[src/rtl/itoa_pkg.sv]
// shared constants, types and helpers for the integer to ascii digits block
package itoa_pkg;

    localparam int VALUE_WIDTH_DEF = 32;

    localparam logic [1:0] OP_SDEC = 2'd0;
    localparam logic [1:0] OP_HEX  = 2'd1;

    localparam logic [6:0] CHAR_MINUS = 7'h2D;
    localparam logic [6:0] CHAR_ZERO  = 7'h30;
    localparam logic [6:0] CHAR_A     = 7'h61;

    // control bundle from the sequencer to the digit unit
    typedef struct packed {
        logic load;
        logic hex;
        logic step;
        logic shift;
    } itoa_ctl_t;

    // decimal digits needed for the largest unsigned value of w bits
    function automatic int decimal_digits(input int w);
        decimal_digits = (w * 30103) / 100000 + 1;
    endfunction

    function automatic logic [6:0] to_ascii(input logic [3:0] d);
        logic [6:0] d7;
        d7 = {3'b000, d};
        if (d < 4'd10)
        begin
            to_ascii = CHAR_ZERO + d7;
        end
        else
        begin
            to_ascii = CHAR_A + d7 - 7'd10;
        end
    endfunction

endpackage

[src/rtl/itoa_ifs.sv]
// valid/ready channel interfaces for the input and output transactions
interface itoa_in_if #(
    parameter int VALUE_WIDTH = 32
);
    logic                          valid;
    logic                          ready;
    logic [1:0]                    op;
    logic signed [VALUE_WIDTH-1:0] value;

    modport source (output valid, output op, output value, input ready);
    modport sink   (input valid, input op, input value, output ready);
endinterface

interface itoa_out_if;
    logic       valid;
    logic       ready;
    logic [6:0] ch;
    logic       last;

    modport source (output valid, output ch, output last, input ready);
    modport sink   (input valid, input ch, input last, output ready);
endinterface

[src/rtl/integer_to_ascii_digits.sv]
// top level: integer to ascii text converter, most significant character first
// flow: decimal first runs the shift and add-3 conversion over the value bits, hex skips
//   it; then the digit positions are walked, leading zeros skipped, others sent, a minus first
// a new value is taken only once the last character of the previous one is in the output
//   register; output stalls hold the flow
// reset (rst_n, asynchronous, active low) returns the sequencer to idle, output empty
module integer_to_ascii_digits
    import itoa_pkg::*;
#(
    parameter int VALUE_WIDTH = VALUE_WIDTH_DEF
) (
    input  logic       clk,
    input  logic       rst_n,
    itoa_in_if.sink    in_ch,
    itoa_out_if.source out_ch
);

    localparam int ND = decimal_digits(VALUE_WIDTH);
    localparam int CW = $clog2(VALUE_WIDTH + 1);
    localparam int RW = $clog2(ND + 1);

    localparam logic [1:0] ST_IDLE = 2'd0;
    localparam logic [1:0] ST_CONV = 2'd1;
    localparam logic [1:0] ST_EMIT = 2'd2;

    logic [1:0]             state_reg;
    logic [1:0]             state_next;
    logic [CW-1:0]          cnt_reg;
    logic [CW-1:0]          cnt_next;
    logic [RW-1:0]          rem_reg;
    logic [RW-1:0]          rem_next;
    logic                   neg_reg;
    logic                   neg_next;
    logic                   started_reg;
    logic                   started_next;
    logic                   out_valid_reg;
    logic                   out_valid_next;
    logic [6:0]             ch_reg;
    logic [6:0]             ch_next;
    logic                   last_reg;
    logic                   last_next;

    logic                   accept;
    logic                   slot_free;
    logic                   neg_in;
    logic [VALUE_WIDTH-1:0] u_in;
    logic [VALUE_WIDTH-1:0] mag;
    logic [3:0]             top_digit;
    itoa_ctl_t              ctl;

    // a new transaction is taken once the last character is in the output register
    assign in_ch.ready = (state_reg == ST_IDLE);
    assign accept      = in_ch.valid && in_ch.ready;
    // output register free when empty or being taken this cycle
    assign slot_free   = !out_valid_reg || out_ch.ready;

    // sign handling: only signed decimal looks at the top bit
    assign u_in   = $unsigned(in_ch.value);
    assign neg_in = (in_ch.op == OP_SDEC) && u_in[VALUE_WIDTH-1];
    assign mag    = neg_in ? (~u_in + {{(VALUE_WIDTH-1){1'b0}}, 1'b1}) : u_in;

    itoa_digit_unit #(
        .VALUE_WIDTH (VALUE_WIDTH),
        .NUM_DIGITS  (ND)
    ) u_digit (
        .clk       (clk),
        .ctl       (ctl),
        .mag       (mag),
        .top_digit (top_digit)
    );

    // sequencer
    always_comb
    begin
        state_next     = state_reg;
        cnt_next       = cnt_reg;
        rem_next       = rem_reg;
        neg_next       = neg_reg;
        started_next   = started_reg;
        out_valid_next = out_valid_reg && !out_ch.ready;
        ch_next        = ch_reg;
        last_next      = last_reg;
        ctl            = '0;

        case (state_reg)
            ST_IDLE:
            begin
                if (accept)
                begin
                    ctl.load     = 1'b1;
                    ctl.hex      = (in_ch.op == OP_HEX);
                    neg_next     = neg_in;
                    started_next = 1'b0;
                    cnt_next     = CW'(VALUE_WIDTH);
                    rem_next     = RW'(ND);
                    // hex digits are the nibbles themselves
                    state_next   = (in_ch.op == OP_HEX) ? ST_EMIT : ST_CONV;
                end
            end
            ST_CONV:
            begin
                ctl.step = 1'b1;
                cnt_next = cnt_reg - CW'(1);
                if (cnt_reg == CW'(1))
                begin
                    state_next = ST_EMIT;
                end
            end
            ST_EMIT:
            begin
                // minus sign goes out first, leading zero skip may run alongside
                if (neg_reg && slot_free)
                begin
                    out_valid_next = 1'b1;
                    ch_next        = CHAR_MINUS;
                    last_next      = 1'b0;
                    neg_next       = 1'b0;
                end
                if (!started_reg && top_digit == 4'h0 && rem_reg != RW'(1))
                begin
                    ctl.shift = 1'b1;
                    rem_next  = rem_reg - RW'(1);
                end
                else if (!neg_reg && slot_free)
                begin
                    ctl.shift      = 1'b1;
                    rem_next       = rem_reg - RW'(1);
                    started_next   = 1'b1;
                    out_valid_next = 1'b1;
                    ch_next        = to_ascii(top_digit);
                    last_next      = (rem_reg == RW'(1));
                    if (rem_reg == RW'(1))
                    begin
                        state_next = ST_IDLE;
                    end
                end
            end
            default:
            begin
                state_next = ST_IDLE;
            end
        endcase
    end

    always_ff @(posedge clk or negedge rst_n)
    begin
        if (!rst_n)
        begin
            state_reg     <= ST_IDLE;
            cnt_reg       <= '0;
            rem_reg       <= '0;
            neg_reg       <= 1'b0;
            started_reg   <= 1'b0;
            out_valid_reg <= 1'b0;
        end
        else
        begin
            state_reg     <= state_next;
            cnt_reg       <= cnt_next;
            rem_reg       <= rem_next;
            neg_reg       <= neg_next;
            started_reg   <= started_next;
            out_valid_reg <= out_valid_next;
        end
    end

    // output payload register
    always_ff @(posedge clk)
    begin
        ch_reg   <= ch_next;
        last_reg <= last_next;
    end

    assign out_ch.valid = out_valid_reg;
    assign out_ch.ch    = ch_reg;
    assign out_ch.last  = last_reg;

`ifndef SYNTHESIS
    // no second transaction while one is being converted
    a_busy_after_accept: assert property (@(posedge clk) disable iff (!rst_n)
        in_ch.valid && in_ch.ready |=> !in_ch.ready)
        else $error("input accepted again while converting");

    // the bit counter never runs dry during conversion
    a_conv_count: assert property (@(posedge clk) disable iff (!rst_n)
        state_reg == ST_CONV |-> cnt_reg != '0)
        else $error("conversion counter reached zero in conversion");

    // a digit always remains while emitting
    a_emit_rem: assert property (@(posedge clk) disable iff (!rst_n)
        state_reg == ST_EMIT |-> rem_reg != '0)
        else $error("no digit left while emitting");

    // a minus sign is never flagged as the final character
    a_minus_not_last: assert property (@(posedge clk) disable iff (!rst_n)
        out_ch.valid && out_ch.ch == CHAR_MINUS |-> !out_ch.last)
        else $error("minus sign flagged as last");
`endif

endmodule

[src/rtl/itoa_digit_unit.sv]
// shared shift and add-3 unit holding the binary and digit registers
module itoa_digit_unit
    import itoa_pkg::*;
#(
    parameter int VALUE_WIDTH = VALUE_WIDTH_DEF,
    parameter int NUM_DIGITS  = decimal_digits(VALUE_WIDTH)
) (
    input  logic                   clk,
    input  itoa_ctl_t              ctl,
    input  logic [VALUE_WIDTH-1:0] mag,
    output logic [3:0]             top_digit
);

    localparam int DW = 4 * NUM_DIGITS;

    logic [VALUE_WIDTH-1:0] bin_reg;
    logic [VALUE_WIDTH-1:0] bin_next;
    logic [DW-1:0]          dig_reg;
    logic [DW-1:0]          dig_next;
    logic [DW-1:0]          adj;

    // add 3 to every digit of 5 or more before the shift
    always_comb
    begin
        for (int i = 0; i < NUM_DIGITS; i++)
        begin
            if (dig_reg[4*i +: 4] >= 4'd5)
            begin
                adj[4*i +: 4] = dig_reg[4*i +: 4] + 4'd3;
            end
            else
            begin
                adj[4*i +: 4] = dig_reg[4*i +: 4];
            end
        end
    end

    always_comb
    begin
        bin_next = bin_reg;
        dig_next = dig_reg;
        if (ctl.load)
        begin
            bin_next = mag;
            dig_next = ctl.hex ? DW'(mag) : '0;
        end
        else if (ctl.step)
        begin
            bin_next = {bin_reg[VALUE_WIDTH-2:0], 1'b0};
            dig_next = {adj[DW-2:0], bin_reg[VALUE_WIDTH-1]};
        end
        else if (ctl.shift)
        begin
            dig_next = {dig_reg[DW-5:0], 4'h0};
        end
    end

    always_ff @(posedge clk)
    begin
        bin_reg <= bin_next;
        dig_reg <= dig_next;
    end

    assign top_digit = dig_reg[DW-1 -: 4];

endmodule
[src/flat_wrapper.sv]
// flat-port wrapper written by rule: the top's interface ports become plain ports
module integer_to_ascii_digits_flat import itoa_pkg::*;
#(
    parameter int VALUE_WIDTH = VALUE_WIDTH_DEF
)
  (clk, rst_n, in_ch_valid, in_ch_op, in_ch_value, in_ch_ready, out_ch_valid, out_ch_ch, out_ch_last, out_ch_ready);
  itoa_in_if #(.VALUE_WIDTH(VALUE_WIDTH)) in_ch_i ();
  itoa_out_if out_ch_i ();
  input  logic clk;
  input  logic rst_n;
  input wire logic [$bits(in_ch_i.valid)-1:0] in_ch_valid;
  input wire logic [$bits(in_ch_i.op)-1:0] in_ch_op;
  input wire logic [$bits(in_ch_i.value)-1:0] in_ch_value;
  output wire logic [$bits(in_ch_i.ready)-1:0] in_ch_ready;
  output wire logic [$bits(out_ch_i.valid)-1:0] out_ch_valid;
  output wire logic [$bits(out_ch_i.ch)-1:0] out_ch_ch;
  output wire logic [$bits(out_ch_i.last)-1:0] out_ch_last;
  input wire logic [$bits(out_ch_i.ready)-1:0] out_ch_ready;
  assign in_ch_i.valid = in_ch_valid;
  assign in_ch_i.op = in_ch_op;
  assign in_ch_i.value = in_ch_value;
  assign in_ch_ready = in_ch_i.ready;
  assign out_ch_valid = out_ch_i.valid;
  assign out_ch_ch = out_ch_i.ch;
  assign out_ch_last = out_ch_i.last;
  assign out_ch_i.ready = out_ch_ready;
  integer_to_ascii_digits #(.VALUE_WIDTH(VALUE_WIDTH)) u_core (.clk(clk), .rst_n(rst_n), .in_ch(in_ch_i), .out_ch(out_ch_i));
endmodule
[config.mk]
export PLATFORM = sky130hd
export DESIGN_NAME = integer_to_ascii_digits_flat
export DESIGN_NICKNAME = d
export VERILOG_FILES = /design/src/rtl/itoa_pkg.sv /design/src/rtl/itoa_ifs.sv /design/src/rtl/integer_to_ascii_digits.sv /design/src/rtl/itoa_digit_unit.sv /design/src/flat_wrapper.sv
export SDC_FILE = /design/constraint.sdc
export NUM_CORES = 1
export LEC_CHECK = 0
export BUFFER_PORTS_ARGS = -buffer_cell sky130_fd_sc_hd__buf_4
export CAP_MARGIN = 20
export CORE_MARGIN = 3
export CORE_UTILIZATION = 32
export CTS_CLUSTER_DIAMETER = 30
export DETAILED_ROUTE_END_ITERATION = 7
export GPL_ROUTABILITY_DRIVEN = 0
export PLACE_DENSITY = 0.53
export SYNTH_ARGS = -nofsm -noshare
export SYNTH_HDL_FRONTEND = slang
export SYNTH_SLANG_ARGS = --single-unit
[constraint.sdc]
create_clock -name clk -period 2.5 [get_ports clk]
set_input_delay 0.75 -clock clk [delete_from_list [all_inputs] [get_ports clk]]
set_output_delay 0.75 -clock clk [all_outputs]
set_load 0.02 [all_outputs]
Word-level counts from Yosys, hierarchy flattened
Index checks and enable logic that the tools add are counted.
{"block": "op_classes", "add_sub_neg": 16, "mul": 0, "div": 0, "magnitude_cmp": 11, "eq_ne": 13, "shift": 0, "muxes": 54, "bitwise": 1, "n_reduce_logical": 24}
{"cell": "32-bit two-way mux", "n": 4}
{"cell": "40-bit two-way mux", "n": 3}
{"cell": "4-bit two-way mux", "n": 12}
{"cell": "4-bit by 3-bit >= comparator with 1-bit output (second input constant)", "n": 10}
{"cell": "4-bit by 2-bit adder with 4-bit output (second input constant)", "n": 9}
{"cell": "32-bit by 1-bit adder with 32-bit output (second input constant)", "n": 1}
{"cell": "32-bit inverter", "n": 1}
{"cell": "7-bit two-way mux", "n": 4}
{"cell": "1-bit two-way mux", "n": 16}
{"cell": "2-bit two-way mux", "n": 8}
{"cell": "6-bit one-hot mux with 2 select lines", "n": 1}
{"cell": "2-bit by 1-bit != test with 1-bit output (second input constant)", "n": 4}
{"cell": "4-bit one-hot mux with 2 select lines", "n": 1}
{"cell": "6-bit by 4-bit adder with 7-bit output (first input constant)", "n": 1}
{"cell": "6-bit by 5-bit adder with 7-bit output (first input constant)", "n": 1}
{"cell": "1-bit logical AND", "n": 7}
{"cell": "7-bit by 4-bit subtractor with 7-bit output (second input constant)", "n": 1}
{"cell": "6-bit by 1-bit equality test with 1-bit output (second input constant)", "n": 1}
{"cell": "6-bit two-way mux", "n": 1}
{"cell": "2-bit one-hot mux with 3 select lines", "n": 1}
{"cell": "3-bit AND reduction", "n": 2}
{"cell": "2-bit nonzero test", "n": 3}
{"cell": "6-bit by 1-bit subtractor with 6-bit output (second input constant)", "n": 1}
{"cell": "5-bit AND reduction", "n": 1}
{"cell": "18 further kinds", "n": 25}
{"block": "totals", "regBits": 95, "latchBits": 0, "mem_bits_rw": 0, "mem_bits_ro": 0, "input_bits": 38, "out_inout_bits": 10, "wordCells": 129, "mem_count": 0}

Longest topological paths before layout
Gate-level depths: netlist of the first run.
{"block": "logic_depth", "word_depth": 9, "ltp_mapped": 8, "mapped_depth_nobuf": 7}

Modules after synthesis
A second synthesis of the first run with hierarchy kept.
{"block": "hier_totals", "hier_cells": 614, "area_unflattened_um2": 6291.0}
{"mod": "itoa_digit_unit", "n_inst": 1, "cells_per_inst": 367, "area_each_um2": 4239.1, "seq_area_each_um2": 2162.1}
{"mod": "integer_to_ascii_digits", "n_inst": 1, "cells_per_inst": 247, "area_each_um2": 2052.0, "seq_area_each_um2": 615.6}

Worst setup path after synthesis of the first run
No wires, ideal clock.
{"block": "synth_timing", "path_type": "input port to flip-flop", "start": "in in_ch_valid", "end": "reg u_core.u_digit.dig_reg[0], enable pin", "setup_time_ns": 0.398, "arrival_time_ns": 2.400, "required_time_ns": 2.102, "setup_slack_ns": -0.298, "cell_stages": 4, "n_path_buf": 1, "cell_sequence": "nor3b_2 -> nor2_1 -> clkbuf_1 -> nand2_1"}
{"block": "synth_via", "elab_chain_len": 4}
{"item": "start: declaration", "line": "flat_wrapper.sv:11", "source": "input wire logic [$bits(in_ch_i.valid)-1:0] in_ch_valid;"}
{"item": "1-bit logical AND", "line": "integer_to_ascii_digits.sv:53", "source": "assign accept = in_ch.valid && in_ch.ready;"}
{"item": "2-bit two-way mux", "line": "integer_to_ascii_digits.sv:88", "source": "if (accept)"}
{"item": "2-bit two-way mux", "line": "integer_to_ascii_digits.sv:85", "source": "case (state_reg)"}
{"item": "3-bit nonzero test (no source line)"}
{"item": "end signal: assignment", "line": "itoa_digit_unit.sv:61", "source": "dig_reg <= dig_next;"}
{"item": "end: declaration", "line": "itoa_digit_unit.sv:18", "source": "logic [DW-1:0] dig_reg;"}
No other way between the ends.
A chain may end at the register's enable or synchronous reset.

Worst setup path in the final report of the first run
{"block": "layout_timing", "start": "reg u_core.u_digit.dig_reg[36]", "end": "reg u_core.ch_reg[2] (netlist: u_core.out_ch.ch[2]) (data pin)"}
{"block": "layout_via", "elab_chain_len": 5, "word_cells_on_any_way": 10, "classes_between": "add/sub (3); order compare (1); mux (3); reduce/logical (3)"}
{"item": "6-bit by 5-bit adder with 7-bit output", "line": "itoa_pkg.sv:35", "source": "to_ascii = CHAR_A + d7 - 7'd10;"}
{"item": "7-bit by 4-bit subtractor with 7-bit output", "line": "itoa_pkg.sv:35"}
{"item": "7-bit two-way mux", "line": "itoa_pkg.sv:29", "source": "if (d < 4'd10)"}
{"item": "7-bit two-way mux", "line": "integer_to_ascii_digits.sv:124", "source": "else if (!neg_reg && slot_free)"}
{"item": "7-bit two-way mux (*)", "line": "integer_to_ascii_digits.sv:119", "source": "if (!started_reg && top_digit == 4'h0 && rem_reg != RW'(1))"}
{"item": "end signal: assignment", "line": "integer_to_ascii_digits.sv:170", "source": "ch_reg <= ch_next;"}
{"item": "end: declaration", "line": "integer_to_ascii_digits.sv:38", "source": "logic [6:0] ch_reg;"}
Every way passes the cells marked *; elsewhere a longest branch is shown, timed or not.

==> reports/results.ini, run 1 <==
[status]
status = finished clean

[power]
p_sw_share_pct = 38.9
p_clk_share_pct = 16.2
sequentialPowerShare_pct = 39.6
power_frac_comb_pct = 44.2
power_mw = 9.03
intPower_mw = 5.52
p_switching_mw = 3.51
leakagePower_nw = 2.84
p_per_area_mw_per_mm2 = 1240
vdd_drop_max_uv = 543

[floorplanning]
start_util_pct = 32.9
die_area_sq_mm = 0.0203
ios = 48
core_area_sq_mm = 0.0181
rows = 49
die_y_um = 143
die_width_um = 143

[route]
wl_mm = 15.5
vias_per_cell = 5.23
drt-initial-drc-count = 285
drc = 0
ant_nets = 0
first_pass_iters = 5
vias = 4951
wl_per_cell_um = 16.3

[timing]
fin_worst_skew_ps = 3.67
setup_viol = 0
drv_slew = 0
setup_slack_ps = 158
fmax_ghz = 0.427
hold_viol_final = 0
max_slew_margin_pct = 60.2
rsz0062_at_grt = no
final.min_clock_period_ps = 2340
tns_ps = 0
worst_pin_slew_ps = 591
finalCritPeriodShare_pct = 93.7

[finish]
nets = 776
finish.utilization_pct = 40.3
largest_reg_flops = 40
instances_no_fill = 946
drive_above_1_share_pct = 18.8
synthToLayoutAreaGrowth_pct = 22.5
diodes = 0

[critical_path]
setup.worst_path.start_class = register
rr_worst_depth = 7
reg2reg_to = u_core.out_ch.ch[2]
reg2reg_slack_ps = 160
end_kind = register
critPathKind = reg -> reg
worstReg2RegStart = u_core.u_digit.dig_reg[36]
cp_max_fo = 12
crit_required_ps = 2590
arrival_ps = 2430

[clock_tree]
clock_path_buffers = 2
cts.hold.buffers_added = 0
cts_root_buffer = clkbuf_16
cts_tree = done
cts.repair.resized = 0
cts.sinks = 95
clkLatencyLatePin_ps = 350
post-cts-setup-buffers = 0
htreeDepth = 3
cts_made_buffers = 9
clk_pin_slew_ps = 60

[grt]
gr-usage-met1_pct = 19.8
grt_overflow = 0
grt_max_degree = 41
antenna_found_initial = 0
grtUsageMet2_pct = 25.7
top_usage_layer = met2
use_met3_pct = 3.97
grt_pass1_wl_mm = 24.7
grt_usage_pct = 15.4
grt_pass1_vias = 4845

[yosys]
synth-edff-count = 80
seq_area_frac_synth_pct = 46.6
synthArstFlopShare_pct = 15.8
yosys_warnings = 0
synth_area_sq_mm = 0.00596
synth_nets = 691
synth_top_cell_area_share_pct = 40.3
synthFlopType = edfxtp_1
synthCells = 627
ys_top_cells_by_area = edfxtp_1 40%, o21ai_0 6.8%, dfrtp_1 6.3%
ys_types = 56
yosys_register_bits = 95
avgSynthCellArea_sq_um = 9.51
synth_area_leader_cell = edfxtp_1

[place]
portBuffers = 47
pre_cts_ws_ps = -168
dp_hpwl_mm = 11.2
dp.cells = 929

[min_path]
hp-class = in -> async

[flow_run]
maxCapViolations = 0

power by group through the flow:
stage | Sequential (mW) | Combinational (mW) | Clock (mW)
finish | 3.57 | 4.00 | 1.46
CTS | 3.57 | 3.97 | 1.52
global route | 3.68 | 4.58 | 1.58
global placement | 3.57 | 3.84 | 0
detailed placement | 3.60 | 3.95 | 0
floorplan | 3.43 | 2.82 | 0
per-stage QoR:
stage	hold WS, ps	cell area (sq um)
detailed placement	471	6970
CTS	241	7280
finish	250	7300
floorplan	447	5980
global route	249	7300
global placement	461	6970
metal layers:
layer	wire, um	up-vias
met3	750	15
li1	-	2477
met4	265	0
met2	7410	117
met5	0	-
met1	7040	2342
cell usage in the layout, fill, tap and decap left out, drive strengths merged, types with 6 or more instances in the layout:
cell type,n
a31oi,10
ha,26
clkbuf,13
xnor2,29
o21ai,81
nand2b,12
buf,102
nand3,13
nor2b,8
a21oi,47
xor2,7
a211oi,8
nor3b,17
nor3,16
nand2,56
mux2i,6
dfrtp,15
edfxtp,80
nor2,51
inv,32
a22oi,28
critical path: stages (launching register included):
cell,delay (ps)
edfxtp_1,430
inv_1,140
ha_1,150
or4b_2,640
or2_2,310
nand2_1,120
buf_4,190
o21ai_0,100
cell usage after synthesis (3+ instances only):
cell type  count
dfrtp_1       15
xnor2_1       29
nand2_1       56
mux2i_1        6
o41ai_1        3
or2_2          4
nor2_1        50
clkbuf_1      23
nand2b_1      12
nor3b_1       16
edfxtp_1      80
nor4_1         3
o21ai_0       81
a221o_1        4
a21oi_1       47
a31oi_1       10
o31ai_1        5
nor2b_1        8
nand3_1       12
inv_1         33
a22o_1         3
xor2_1         7
buf_2          3
or4_1          4
a22oi_1       28
a211oi_1       8
ha_1          26
o21bai_1       3
buf_1          3
nor3_1        14
cell families (layout without fill, tap and decap cells):
group,after synthesis,in the layout,synth area share (%)
fa+ha+maj,26,26,5.45
flops,95,95,46.6
buf+inv,62,152,3.96
mux,6,6,1.01
simple gates,200,200,17.5
compound gates,202,202,20.2
xor+xnor,36,36,5.29
how the worst max path moves through the flow:
stage               slack [ps]                         end  cells past startpoint                        from
finish                     160         u_core.out_ch.ch[2]                      7  u_core.u_digit.dig_reg[36]
global route                 4   u_core.u_digit.dig_reg[2]                      7  u_core.u_digit.dig_reg[36]
CTS                        120   u_core.u_digit.dig_reg[9]                      7  u_core.u_digit.dig_reg[36]
detailed placement        -170  u_core.u_digit.bin_reg[31]                      7             in_ch_value[10]
global placement          -130  u_core.u_digit.bin_reg[23]                      7             in_ch_value[10]
floorplan                   10  u_core.u_digit.bin_reg[31]                      6              in_ch_value[6]
layout make-up:
type,instances,area (sq um)
Fill cell,1805,10800
Tap cell,229,287
Sequential cell,95,2780
Inverter,33,128
Multi-Input combinational cell,470,2970
Timing Repair Buffer,103,841
Clock buffer,12,236
Clock inverter,4,70.1
Power figures use the tool's default switching activity.
==> run 2, diff against run 1 <==
--- a/config.mk
+++ b/config.mk
@@ -7,12 +7,14 @@
 export LEC_CHECK = 0
 export BUFFER_PORTS_ARGS = -buffer_cell sky130_fd_sc_hd__buf_4
 export CAP_MARGIN = 20
+export CELL_PAD_IN_SITES_DETAIL_PLACEMENT = 0
+export CELL_PAD_IN_SITES_GLOBAL_PLACEMENT = 1
 export CORE_MARGIN = 3
 export CORE_UTILIZATION = 32
 export CTS_CLUSTER_DIAMETER = 30
 export DETAILED_ROUTE_END_ITERATION = 7
 export GPL_ROUTABILITY_DRIVEN = 0
-export PLACE_DENSITY = 0.53
+export PLACE_DENSITY = 0.63
 export SYNTH_ARGS = -nofsm -noshare
 export SYNTH_HDL_FRONTEND = slang
 export SYNTH_SLANG_ARGS = --single-unit
==> run 2 against run 1 <==
Power increased by 0.67%. Fmax is 0.88% lower. Clock skew up 3.6 ps. Core utilization up 0.42 points. Clock-buffer cell count up 1. Routed wire length up 3.9%. Global-route usage rose by 0.82 points. Non-clock buffer count up 9. Cell area up 1.0%. Combinational power barely moved. Cell count rose by 0.95%. Highest routed layer unchanged.
==> reports/results.ini, run 2 (synthesis results as in run 1) <==
[route]
wl_mm = 16.1  ; +3.9%
vias_per_cell = 5.27  ; +0.64%
ant_nets = 0  ; unchanged
vias = 5030  ; +1.6%
first_pass_iters = 5  ; unchanged
drt-initial-drc-count = 310  ; +8.8%
drc = 0  ; unchanged
wl_per_cell_um = 16.8  ; +2.9%

[clock_tree]
htreeDepth = 3  ; unchanged
clock_path_buffers = 2  ; unchanged
cts_root_buffer = clkbuf_16
cts_made_buffers = 9  ; unchanged
cts_tree = done
cts.hold.buffers_added = 0  ; unchanged
clkLatencyLatePin_ps = 350  ; about the same
cts.repair.resized = 0  ; unchanged
post-cts-setup-buffers = 0  ; unchanged
clk_pin_slew_ps = 70  ; about the same
cts.sinks = 95  ; unchanged

[timing]
drv_slew = 0  ; unchanged
fmax_ghz = 0.423  ; -0.88%
worst_pin_slew_ps = 568  ; -23.1 ps
setup_viol = 0  ; unchanged
hold_slack_ps = 251  ; +0.765 ps
tns_ps = 0  ; unchanged
final.min_clock_period_ps = 2360  ; +20.8 ps
fin_worst_skew_ps = 7.27  ; +3.60 ps
finalCritPeriodShare_pct = 94.5  ; +0.83 points
rsz0062_at_grt = no
max_slew_margin_pct = 61.8  ; +1.6 points
hold_viol_final = 0  ; unchanged

[critical_path]
end_kind = register
arrival_ps = 2550  ; +120 ps
critPathKind = in -> reg
cp_max_fo = 7  ; -5
setup.worst_path.start_class = input port
crit_required_ps = 2690  ; +100 ps

[finish]
final_common_cell = buf_4
fillers = 1813  ; +0.44%
largest_reg_flops = 40  ; unchanged
final-seq-area_sq_mm = 0.00278  ; unchanged
nets = 785  ; +1.2%
drive_above_1_share_pct = 19.7  ; +0.87 points
final_cell_mix = 106 x buf_4, 81 x o21ai_0, 80 x edfxtp_1, 55 x nand2_1, 48 x nor2_1
synthToLayoutAreaGrowth_pct = 23.7
diodes = 0  ; unchanged
multi_input_area_sq_mm = 0.00297  ; unchanged
instances_no_fill = 955  ; +0.95%

[place]
dp_hpwl_mm = 12.0  ; +7.0%
dp.cells = 939  ; +1.1%
portBuffers = 47  ; unchanged

[power]
p_per_area_mw_per_mm2 = 1230  ; -0.37%
power_mw = 9.09  ; +0.67%
leakagePower_nw = 2.88  ; +1.3%
vdd_drop_max_uv = 532  ; -2.0%

[grt]
antenna_found_initial = 0  ; unchanged
grt_usage_pct = 16.2  ; +0.82 points
grt_max_degree = 41  ; unchanged
grt_overflow = 0  ; unchanged
grt_pass1_vias = 5056  ; +4.4%
grt_pass1_wl_mm = 26.1  ; +5.7%

[min_path]
hp-class = in -> async

[floorplanning]
ios = 48  ; unchanged
die_y_um = 143  ; unchanged
die_area_sq_mm = 0.0203  ; unchanged
start_util_pct = 32.9  ; unchanged
rows = 49  ; unchanged
core_area_sq_mm = 0.0181  ; unchanged
die_width_um = 143  ; unchanged

[status]
status = finished clean

[flow_run]
maxCapViolations = 0  ; unchanged

[run 2: changes by cell type in the layout (fill, tap and decap cells not counted)]
cell        delta
buf_4          +8
buf_12         +2
clkinv_2       -2
clkbuf_1       +1
clkbuf_16      -1
clkinvlp_4     +1
[run 2: worst max-delay path, stage by stage]
cell	delay (ps)
buf_4	110
or4_1	520
buf_4	190
nor3_2	260
nand3_2	150
or3b_1	380
a31oi_1	180
[run 2: path summary, 6_finish.rpt]
check,from,end,slack [ps],cells after the start
max in group asynchronous,rst_n,u_core.started_reg,2070,1
hold reg to reg,u_core.cnt_reg[4],u_core.cnt_reg[4],490,1
hold / removal,rst_n,u_core.rem_reg[1],250,1
setup reg to reg,u_core.u_digit.dig_reg[36],u_core.out_ch.ch[3],140,8
setup / recovery,in_ch_value[6],u_core.u_digit.bin_reg[31],140,7
min in group clk,u_core.cnt_reg[4],u_core.cnt_reg[4],490,1
[run 2: per-layer routing]
metal / up-vias / global-route usage [%] / wire [um]
met1: 2401 / 20.6 / 7110
met3: 18 / 2.96 / 607
li1: 2491 / - / -
met2: 120 / 28.3 / 8090
met5: - / 0 / 0
met4: 0 / 4.55 / 263
[run 2: area by class of cell]
type,instances,share of cell area [%]
clock buffers,13,3.25
clock inverters,3,0.915
inverters,33,1.73
multi-input cells,470,40.2
flip-flops and latches,95,37.6
well taps,229,3.88
repair buffers,112,12.4
[run 2: power breakdown]
part / switching, mW / internal [mW] / leakage (nW) / total [mW]
combinational: 2.34 / 1.68 / 1.74 / 4.02
sequential: 0.601 / 2.98 / 0.994 / 3.58
clock: 0.608 / 0.880 / 0.144 / 1.49
[run 2: through the flow]
stage,setup WS [ps],utilization [%],cell area [sq um]
2_1_floorplan,14.3,-,5980
3_3_place_gp,-162,39.0,7070
3_5_place_dp,-181,39.0,7070
4_1_cts,122,40.7,7380
5_1_grt,2.08,40.7,7380
6_report,137,40.7,7380
